`src/sv/fvn_pkg.sv`:
```
// shared types and constants of the feature vector normalizer
`timescale 1ns / 1ps
package fvn_pkg;

   localparam int MAX_LENGTH_DEF = 64;

   localparam int BIN_W  = 16;
   localparam int GAIN_W = 16;
   localparam int OUT_W  = 32;
   localparam int ACC_W  = 38;
   localparam int NUM_W  = 56;
   localparam int REM_W  = 39;
   localparam int ROOT_W = 28;
   localparam int STEP_W = 6;
   localparam int MUL_A_W = ROOT_W;
   localparam int PROD_W  = MUL_A_W + GAIN_W;

   localparam int DIV_STEPS  = NUM_W;
   localparam int SQRT_STEPS = NUM_W / 2;

   typedef enum logic [1:0] {
      MODE_L1      = 2'd0,
      MODE_L1_SQRT = 2'd1,
      MODE_L2      = 2'd2,
      MODE_PASS    = 2'd3
   } mode_type;

   typedef enum logic {
      CSR_NORM_MODE = 1'b0,
      CSR_MAGNIFY   = 1'b1
   } csr_index_type;

   typedef enum logic [3:0] {
      ST_IDLE,
      ST_SUM_RD,
      ST_SUM_ACC,
      ST_SQRT_NORM,
      ST_EL_RD,
      ST_EL_LOAD,
      ST_DIV,
      ST_SQRT_EL,
      ST_MUL_GAIN,
      ST_EMIT
   } state_type;

endpackage

```
`src/sv/feature_vector_normalizer.sv`:
```
// top level of the feature vector normalizer: sequencer and shared divide/root unit
`timescale 1ns / 1ps
// usage
// - input items (req_bin_value, req_last_bin) are taken on a rising edge with start high
//   and busy low; each item is one element of the vector
// - an element not marked last (and not filling the store) is only stored and busy
//   stays low
// - the last element (or the one that fills MAX_LENGTH entries) starts processing and
//   busy stays high until the last result item is loaded; that item shows on the
//   result ports in the first cycle with busy low again
// - processing: a sum pass that reads and accumulates each element, then for L2 a root
//   of the sum of squares; then per element a divide for L1 and L2 (one restoring divide
//   step per cycle over 56 quotient bits), for L1-sqrt a divide, then 28 root steps
//   and a gain multiply, and neither for pass-through or a zero norm
// - the divide/root register set is shared, so elements are processed one at a time
// - results appear on rsp_norm_value / rsp_last_out for one cycle with rsp_valid;
//   the receiver cannot stall, so nothing waits on it
// - csr writes (csr_we, csr_index, csr_wdata) are taken at once and are meant for
//   idle time only
// - reset returns the sequencer to idle, clears the element count and sets the mode to
//   pass-through with gain 1; the element store keeps its contents
module feature_vector_normalizer
   import fvn_pkg::*;
#(
   parameter int MAX_LENGTH = MAX_LENGTH_DEF
) (
   input  logic                 clock,
   input  logic                 reset,
   input  logic                 start,
   output logic                 busy,
   input  logic [BIN_W-1:0]     req_bin_value,
   input  logic                 req_last_bin,
   output logic                 rsp_valid,
   output logic [OUT_W-1:0]     rsp_norm_value,
   output logic                 rsp_last_out,
   input  logic                 csr_we,
   input  logic                 csr_index,
   input  logic [GAIN_W-1:0]    csr_wdata
);

   localparam int AW = $clog2(MAX_LENGTH);
   localparam int CW = $clog2(MAX_LENGTH + 1);

   // element store, registered read
   logic [BIN_W-1:0] mem [MAX_LENGTH];
   logic [BIN_W-1:0] rd_data_ff;

   // control
   state_type        state_ff, state_in;
   logic [CW-1:0]    cnt_ff, cnt_in;
   logic [CW-1:0]    n_ff, n_in;
   logic [AW-1:0]    idx_ff, idx_in;
   logic [STEP_W-1:0] step_ff, step_in;
   mode_type         mode_ff, mode_in;
   logic [GAIN_W-1:0] gain_ff, gain_in;

   // shared divide / root unit
   logic [ACC_W-1:0]  acc_ff, acc_in;
   logic [ROOT_W-1:0] l2n_ff, l2n_in;
   logic [NUM_W-1:0]  num_ff, num_in;
   logic [REM_W-1:0]  rem_ff, rem_in;
   logic [ROOT_W-1:0] root_ff, root_in;
   logic [ACC_W-1:0]  den_ff, den_in;

   // result register
   logic              rsp_valid_ff, rsp_valid_in;
   logic [OUT_W-1:0]  rsp_value_ff, rsp_value_in;
   logic              rsp_last_ff, rsp_last_in;

   logic              accept;
   logic              final_elem;
   logic              last_idx;
   logic              zero_norm;
   logic [MUL_A_W-1:0] mul_a;
   logic [PROD_W-1:0] prod;
   logic [REM_W-1:0]  div_rem;
   logic              div_ge;
   logic [REM_W-1:0]  sq_rem;
   logic [REM_W-1:0]  sq_trial;
   logic              sq_ge;
   logic [ACC_W-1:0]  sum_term;

   assign accept     = start && !busy;
   assign final_elem = req_last_bin || (cnt_ff == CW'(MAX_LENGTH - 1));
   assign last_idx   = ((CW'(idx_ff) + CW'(1)) == n_ff);
   assign zero_norm  = (mode_ff == MODE_L2) ? (l2n_ff == '0) : (acc_ff == '0);

   // one multiplier: bin times gain, or root times gain
   assign mul_a = (state_ff == ST_MUL_GAIN) ? root_ff : MUL_A_W'(rd_data_ff);
   assign prod  = mul_a * gain_ff;

   // sum term: bin, or bin squared for L2
   always_comb begin
      if (mode_ff == MODE_L2) begin
         sum_term = ACC_W'(rd_data_ff * rd_data_ff);
      end else begin
         sum_term = ACC_W'(rd_data_ff);
      end
   end

   // restoring divide step
   assign div_rem = {rem_ff[REM_W-2:0], num_ff[NUM_W-1]};
   assign div_ge  = (div_rem >= REM_W'(den_ff));

   // digit-by-digit root step, two radicand bits a step
   assign sq_rem   = {rem_ff[REM_W-3:0], num_ff[NUM_W-1 -: 2]};
   assign sq_trial = REM_W'({root_ff, 2'b01});
   assign sq_ge    = (sq_rem >= sq_trial);

   assign busy           = (state_ff != ST_IDLE);
   assign rsp_valid      = rsp_valid_ff;
   assign rsp_norm_value = rsp_value_ff;
   assign rsp_last_out   = rsp_last_ff;

   always_ff @(posedge clock) begin
      if (accept) begin
         mem[cnt_ff[AW-1:0]] <= req_bin_value;
      end
      rd_data_ff <= mem[idx_ff];
   end

   always_comb begin
      state_in     = state_ff;
      cnt_in       = cnt_ff;
      n_in         = n_ff;
      idx_in       = idx_ff;
      step_in      = step_ff;
      mode_in      = mode_ff;
      gain_in      = gain_ff;
      acc_in       = acc_ff;
      l2n_in       = l2n_ff;
      num_in       = num_ff;
      rem_in       = rem_ff;
      root_in      = root_ff;
      den_in       = den_ff;
      rsp_valid_in = 1'b0;
      rsp_value_in = rsp_value_ff;
      rsp_last_in  = rsp_last_ff;

      if (csr_we) begin
         unique case (csr_index_type'(csr_index))
            CSR_NORM_MODE: mode_in = mode_type'(csr_wdata[1:0]);
            CSR_MAGNIFY:   gain_in = csr_wdata;
            default:       gain_in = gain_ff;
         endcase
      end

      unique case (state_ff)
         ST_IDLE: begin
            if (accept) begin
               if (final_elem) begin
                  n_in     = cnt_ff + CW'(1);
                  cnt_in   = '0;
                  idx_in   = '0;
                  acc_in   = '0;
                  state_in = ST_SUM_RD;
               end else begin
                  cnt_in = cnt_ff + CW'(1);
               end
            end
         end
         ST_SUM_RD: begin
            state_in = ST_SUM_ACC;
         end
         ST_SUM_ACC: begin
            acc_in = acc_ff + sum_term;
            if (last_idx) begin
               idx_in = '0;
               if (mode_ff == MODE_L2) begin
                  num_in   = NUM_W'({acc_in, 16'b0});
                  rem_in   = '0;
                  root_in  = '0;
                  step_in  = '0;
                  state_in = ST_SQRT_NORM;
               end else begin
                  state_in = ST_EL_RD;
               end
            end else begin
               idx_in   = idx_ff + AW'(1);
               state_in = ST_SUM_RD;
            end
         end
         ST_SQRT_NORM, ST_SQRT_EL: begin
            num_in = {num_ff[NUM_W-3:0], 2'b00};
            if (sq_ge) begin
               rem_in  = sq_rem - sq_trial;
               root_in = {root_ff[ROOT_W-2:0], 1'b1};
            end else begin
               rem_in  = sq_rem;
               root_in = {root_ff[ROOT_W-2:0], 1'b0};
            end
            step_in = step_ff + STEP_W'(1);
            if (step_ff == STEP_W'(SQRT_STEPS - 1)) begin
               if (state_ff == ST_SQRT_NORM) begin
                  l2n_in   = root_in;
                  state_in = ST_EL_RD;
               end else begin
                  state_in = ST_MUL_GAIN;
               end
            end
         end
         ST_EL_RD: begin
            state_in = ST_EL_LOAD;
         end
         ST_EL_LOAD: begin
            rem_in  = '0;
            root_in = '0;
            step_in = '0;
            if (mode_ff == MODE_PASS) begin
               rsp_value_in = {rd_data_ff, 16'b0};
               state_in     = ST_EMIT;
            end else if (zero_norm) begin
               rsp_value_in = '0;
               state_in     = ST_EMIT;
            end else begin
               unique case (mode_ff)
                  MODE_L1: begin
                     num_in = NUM_W'({prod[OUT_W-1:0], 16'b0});
                     den_in = acc_ff;
                  end
                  MODE_L1_SQRT: begin
                     num_in = NUM_W'({rd_data_ff, 32'b0});
                     den_in = acc_ff;
                  end
                  default: begin
                     num_in = {prod[OUT_W-1:0], 24'b0};
                     den_in = ACC_W'(l2n_ff);
                  end
               endcase
               state_in = ST_DIV;
            end
         end
         ST_DIV: begin
            if (div_ge) begin
               rem_in = div_rem - REM_W'(den_ff);
            end else begin
               rem_in = div_rem;
            end
            num_in  = {num_ff[NUM_W-2:0], div_ge};
            step_in = step_ff + STEP_W'(1);
            if (step_ff == STEP_W'(DIV_STEPS - 1)) begin
               if (mode_ff == MODE_L1_SQRT) begin
                  rem_in   = '0;
                  step_in  = '0;
                  state_in = ST_SQRT_EL;
               end else begin
                  rsp_value_in = (num_in[NUM_W-1:OUT_W] != '0) ? '1 : num_in[OUT_W-1:0];
                  state_in     = ST_EMIT;
               end
            end
         end
         ST_MUL_GAIN: begin
            rsp_value_in = (prod[PROD_W-1:OUT_W] != '0) ? '1 : prod[OUT_W-1:0];
            state_in     = ST_EMIT;
         end
         ST_EMIT: begin
            rsp_valid_in = 1'b1;
            rsp_last_in  = last_idx;
            if (last_idx) begin
               idx_in   = '0;
               state_in = ST_IDLE;
            end else begin
               idx_in   = idx_ff + AW'(1);
               state_in = ST_EL_RD;
            end
         end
         default: state_in = ST_IDLE;
      endcase
   end

   always_ff @(posedge clock) begin
      if (reset) begin
         state_ff     <= ST_IDLE;
         cnt_ff       <= '0;
         n_ff         <= '0;
         idx_ff       <= '0;
         step_ff      <= '0;
         mode_ff      <= MODE_PASS;
         gain_ff      <= GAIN_W'(1);
         acc_ff       <= '0;
         l2n_ff       <= '0;
         rsp_valid_ff <= 1'b0;
         rsp_last_ff  <= 1'b0;
      end else begin
         state_ff     <= state_in;
         cnt_ff       <= cnt_in;
         n_ff         <= n_in;
         idx_ff       <= idx_in;
         step_ff      <= step_in;
         mode_ff      <= mode_in;
         gain_ff      <= gain_in;
         acc_ff       <= acc_in;
         l2n_ff       <= l2n_in;
         rsp_valid_ff <= rsp_valid_in;
         rsp_last_ff  <= rsp_last_in;
      end
      num_ff       <= num_in;
      rem_ff       <= rem_in;
      root_ff      <= root_in;
      den_ff       <= den_in;
      rsp_value_ff <= rsp_value_in;
   end

   // a result leaves only right after the emit state
   a_rsp_from_emit: assert property (@(posedge clock) disable iff (reset)
      rsp_valid |-> $past(state_ff == ST_EMIT))
      else $error("result strobe without emit");

   // results are never back to back
   a_rsp_spaced: assert property (@(posedge clock) disable iff (reset)
      rsp_valid |=> !rsp_valid)
      else $error("result strobe in consecutive cycles");

   // a final element always starts processing
   a_final_busy: assert property (@(posedge clock) disable iff (reset)
      (accept && final_elem) |=> busy)
      else $error("final element did not start processing");

   // element count stays below the store depth
   a_cnt_range: assert property (@(posedge clock) disable iff (reset)
      cnt_ff < CW'(MAX_LENGTH))
      else $error("element count out of range");

endmodule

```
`config.mk`:
```
export PLATFORM = sky130hd
export DESIGN_NAME = feature_vector_normalizer
export DESIGN_NICKNAME = d
export VERILOG_FILES = /design/src/sv/fvn_pkg.sv /design/src/sv/feature_vector_normalizer.sv
export SDC_FILE = /design/constraint.sdc
export NUM_CORES = 2
export LEC_CHECK = 0
export BUFFER_PORTS_ARGS = -buffer_cell sky130_fd_sc_hd__buf_2
export CORE_ASPECT_RATIO = 1.4
export CORE_MARGIN = 5
export CORE_UTILIZATION = 45
export CTS_CLUSTER_SIZE = 10
export DETAILED_ROUTE_END_ITERATION = 8
export GPL_ROUTABILITY_DRIVEN = 0
export SYNTH_ARGS = -nofsm -noshare
export SYNTH_HDL_FRONTEND = slang
export SYNTH_SLANG_ARGS = --single-unit
```
`constraint.sdc`:
```
create_clock -name clock -period 10.3 [get_ports clock]
set_input_delay 1.545 -clock clock [delete_from_list [all_inputs] [get_ports clock]]
set_output_delay 1.545 -clock clock [all_outputs]
set_load 0.02 [all_outputs]
```
After elaboration in Yosys (flattened, before gate mapping) --
Memory sizes are Yosys's and may differ from the RTL's. A register that Yosys moved wholly into a read port is not among the register bits. Cells that the tools add are included.
Word-level totals: bits in latches 0, input port bits 38, word-level logic and storage cells 145, RAM bits 1024, output and inout port bits 35, flip-flop bits (word level) 308, memories 1, ROM bits 0
Memory list:
- mem | words 64, width 16, rd ports 1, clocked after memory_dff 1, wr ports 1, RTL line feature_vector_normalizer.sv:45 | logic [BIN_W-1:0] mem [MAX_LENGTH];
Operators by class: mux-type cells 56, bitwise logic cells 3, eq/ne operators 26, multipliers 2, add/sub/neg operators 7, shift operators 0, magnitude comparators 2, divide/modulo/power cells 0, reductions and logical operators 31
Operators by type and width (count):
- two-way mux 38 bit | 8
- two-way mux 32 bit | 7
- two-way mux 56 bit | 4
- case mux 56 bit (4 select lines) | 1
- case mux 38 bit (4 select lines) | 1
- two-way mux 28 bit | 4
- case mux 56 bit (2 select lines) | 1
- case mux 32 bit (3 select lines) | 1
- case mux 28 bit (3 select lines) | 1
- case mux 38 bit (2 select lines) | 1
- multiplier 28 x 16 -> 44 bit | 1
- two-way mux 6 bit | 7
- >= comparator 39 x 30 -> 1 bit | 1
- >= comparator 39 x 38 -> 1 bit | 1
- adder 38 x 32 -> 38 bit | 1
- zero test 38 bit | 1
- subtractor 38 x 30 -> 38 bit | 1
- subtractor 38 bit | 1
- two-way mux 4 bit | 9
- case mux 4 bit (9 select lines) | 1
- multiplier 16 x 16 -> 32 bit | 1
- zero test 28 bit | 1
- case mux 6 bit (4 select lines) | 1
- nonzero test 24 bit | 1
- 34 further kinds | 70

Depth between registers and ports, before layout --
depth after elaboration 7, gate-level depth with buffers 37

Worst setup path after synthesis --
No wires, ideal clock.
kind register to register, from register state_ff[2], to register rsp_value_ff[22], in the netlist rsp_norm_value[22], data pin, setup slack 2056 ps, data arrival time 7968 ps, clock period less this slack 8244 ps, setup time 276 ps, cell stages (with the launch flop) 32, cell sequence dfxtp_1 clkbuf_1 nor2_1 nand3_1 clkbuf_1 clkbuf_1 o21ai_0 clkbuf_1 nand2_1 fa_1 inv_1 fa_1 inv_1 fa_1 inv_1 fa_1 fa_1 inv_1 fa_1 inv_1 ha_1 nand2_1 nor2_1 a311o_1 a21oi_1 o41ai_1 mux2i_1 o2111ai_1 nor4_4 o21a_2 buf_4 a22oi_1
On the way: word-level cells in the longest chain between the ends 6
Ends and longest elaborated chain:
- start: declaration | RTL line feature_vector_normalizer.sv:49 | state_type state_ff, state_in;
- start signal: assignment | RTL line feature_vector_normalizer.sv:285 | state_ff <= state_in;
- == test 4 bit | RTL line feature_vector_normalizer.sv:89, feature_vector_normalizer.sv:148
- two-way mux 28 bit | RTL line feature_vector_normalizer.sv:89 | assign mul_a = (state_ff == ST_MUL_GAIN) ? root_ff : MUL_A_W'(rd_data_ff);
- multiplier 28 x 16 -> 44 bit | RTL line feature_vector_normalizer.sv:90 | assign prod = mul_a * gain_ff;
- nonzero test 12 bit | RTL line feature_vector_normalizer.sv:253 | rsp_value_in = (prod[PROD_W-1:OUT_W] != '0) ? '1 : prod[OUT_W-1:0];
- two-way mux 32 bit | RTL line feature_vector_normalizer.sv:253
- case mux 32 bit (3 select lines) (*) | RTL line feature_vector_normalizer.sv:148 | unique case (state_ff)
- net rsp_value_in[22] | RTL line feature_vector_normalizer.sv:67 | logic [OUT_W-1:0] rsp_value_ff, rsp_value_in;
- end signal: assignment | RTL line feature_vector_normalizer.sv:301 | rsp_value_ff <= rsp_value_in;
- end: declaration | RTL line feature_vector_normalizer.sv:67
Mark *: on every way through the listed nets, which the timed path passes. The rest lies on a longest branch. A chain may end at the register's enable or synchronous reset.

Worst setup path in the final report --
from register state_ff[2], to register rsp_value_ff[28], in the netlist rsp_norm_value[28], data pin
The elaborated chain is that of the path after synthesis.

==> impl_metrics.toml <==
[status]
status = "finished, final reports clean"

[synthesis]
syn_nets = 7256
ys.flop_type = "edfxtp_1"
muxShareOfSynthArea = 0.102
synth-compound-area-share = 0.0770
synth_edf_count = 1216
yosys-top-cells-area = "edfxtp_1 45%, fa_1 13%, mux4_2 9.3%"
syn_area_sq_um = 81300
synth_top_family_by_area = "adder cells"
synthArstFlopShare = 0
synth-seq-area-share = 0.481
syn_inst = 6372
ys_warn_count = 0
synth_xor_area_frac = 0.0193
synth_top_area_cell = "edfxtp_1"
synth_simple_gate_area_frac = 0.0909
avgSynthCellArea_sq_um = 12.8
synth_cell_types = 81
synth_top_area_frac = 0.449
yosys.area_share.adder = 0.179
ys_ff_latch = 1348

[floorplan]
ioPinCount = 73
core_sq_um = 180000
dieArea_sq_um = 189000
start_util = 0.453
fp.dieH_um = 513
rows = 184
die_w_um = 369

[clock_network]
tritoncts = "done"
cts.repair.resized = 0
hold_buffers = 0
cts_root_buf = "clkbuf_16"
path_clk_slew_ns = 0.06
cts_buffers = 156
postCtsSetupBuffers = 0
cts_buffer_depth = 3
worstSkewPairLatency_ns = 0.81
cts_max_level = 4
clock-sinks = 1348

[worst_setup_path]
critical_path_required_ns = 10.78
max_stage_delay_ns = 0.75
startpoint_type = "register"
worstPathArrival_ns = 10.15
cp_common_cell = "fa_1"
critPathKind = "register to register"
cp-end-kind = "register"
cp_slowest_cell = "and3_4"
worstPathMaxFanout = 64

[finish]
final_cell_mix = "1216 x edfxtp_1, 740 x inv_1, 557 x nand2_1, 528 x fa_1, 336 x mux4_2"
drive_gt1_frac = 0.128
layout_commonest_cell = "edfxtp_1"
nets = 7297
fin_cells = 8829
area_delta_synth_final_pct = 9.76
fillerInstances = 15600

[placement]
dpl.cell_count = 8580
port_buffers = 72
dp_hpwl_um = 158000

[sta]
fmax_ghz = 0.103
fin_worst_skew_ns = 0.0465
period_share = 0.939
setup_violations = 0
slew_violations = 0
hold_ws_ns = 0.469
slew_headroom = 0.0983
rsz0062_at_grt = "false"
setup_tns_ns = 0
period_needed_ns = 9.68
tightest_slew_ns = 1.34
hold_violations = 0

[global_routing]
grt_first_pass_wirelength_um = 338000
grt_usage = 0.236
grt_pass1_vias = 54100
antenna_found_initial = 2
grt_remaining_overflow = 0
grt_max_degree = 126

[routing]
drt_iter0_markers = 4365
drcViolationCount = 0
wire_per_inst_um = 25.4
drt_pass1_iterations = 9
viasPerCell = 5.87
ant_nets = 0
vias = 51900
drt-total-wl_um = 224000

[min_path]
hold_path_class = "register to register"

[pwr]
vdd_drop_max_v = 0.000700
p_leak_nw = 33.9
powerDensity_nw_per_um2 = 228

[flow_run]
drv_cap = 0
## logic make-up (layout without fill, tap and decap cells)
group | Yosys count | count (layout)
simple gates | 1537 | 1537
other cells | 0 | 3
compound gates | 968 | 968
flops | 1348 | 1348
buf+inv | 1088 | 1217
mux | 406 | 406
xor+xnor | 179 | 179
fa+ha+maj | 846 | 846
## stage by stage
| step | cell area (sq um) | setup slack (ns) | power (mW) | util |
|---|---|---|---|---|
| floorplan | 81300 | 2.06 | 12.9 | - |
| global placement | 84600 | 0.515 | 15.3 | 0.471 |
| detailed placement | 84600 | 0.378 | 15.3 | 0.471 |
| CTS | 89300 | 0.340 | 20.5 | 0.497 |
| global route | 89300 | 0.0869 | 21.8 | 0.497 |
| finish | 89300 | 0.624 | 20.4 | 0.497 |
## layout make-up
cell class | count | area [sq um] | area share
Clock buffer | 226 | 4240 | 0.0475
Timing Repair Buffer | 231 | 1590 | 0.0178
Clock inverter | 20 | 397 | 0.00444
Antenna cell | 3 | 7.51 | 0.0000841
Inverter | 740 | 2780 | 0.0311
Multi-Input combinational cell | 3936 | 38200 | 0.428
Sequential cell | 1348 | 39200 | 0.439
Tap cell | 2325 | 2910 | 0.0326
## per-layer routing
| metal | wire length [um] | global-route usage | vias to the layer above |
|---|---|---|---|
| met5 | 0 | 0 | - |
| met4 | 12000 | 0.111 | 0 |
| met3 | 12600 | 0.0335 | 493 |
| met2 | 118000 | 0.427 | 1785 |
| met1 | 82000 | 0.276 | 26700 |
| li1 | - | - | 22900 |
## report_power, final
group | switching [mW] | leakage (nW) | internal [mW]
Combinational | 5.42 | 19.7 | 3.74
Clock | 2.21 | 2.21 | 2.87
Sequential | 0.0779 | 12.0 | 6.03
## worst paths after layout
kind                                  start            endpoint  slack, ns  cells after the start
worst min register to register    l2n_ff[5]           l2n_ff[5]       0.47                      2
worst max register to register  state_ff[2]  rsp_norm_value[28]       0.62                     27
worst min-delay path              l2n_ff[5]           l2n_ff[5]       0.47                      2
worst max-delay path            state_ff[2]  rsp_norm_value[28]       0.62                     27
## critical path, delay by kind of cell, from the launching register on
family	cells	cell delay (ns)
buf+inv	5	0.27
fa+ha+maj	7	3.43
compound gates	7	2.45
simple gates	7	2.47
flops	1	0.45
mux	1	0.27
## cells in the mapped netlist (41+ instances only)
library cell and count:
a211oi_1 45, o21ai_0 174, xnor2_1 102, nor3_1 42, and3_1 119, nand3_1 74, clkbuf_1 300, nor2_1 319
fa_1 528, and2_1 200, xor2_1 77, edfxtp_1 1216, ha_1 318, nand2_1 559, mux2i_1 41, nor2b_1 41
dfxtp_1 132, mux4_2 336, a21oi_1 302, inv_1 740, a21o_1 100, buf_1 41
## sequential cells by signal (all words and copies together) (netlist names), 2 cells and up
signal          flops
n_ff                7
rem_ff             38
root_ff            28
acc_ff             38
mode_ff             2
num_ff             56
state_ff            4
step_ff             6
idx_ff              6
mem              1024
gain_ff            16
den_ff             38
l2n_ff             28
rsp_norm_value     32
rd_data_ff         16
cnt_ff              7
No activity file was read; power rests on OpenSTA's default activity.
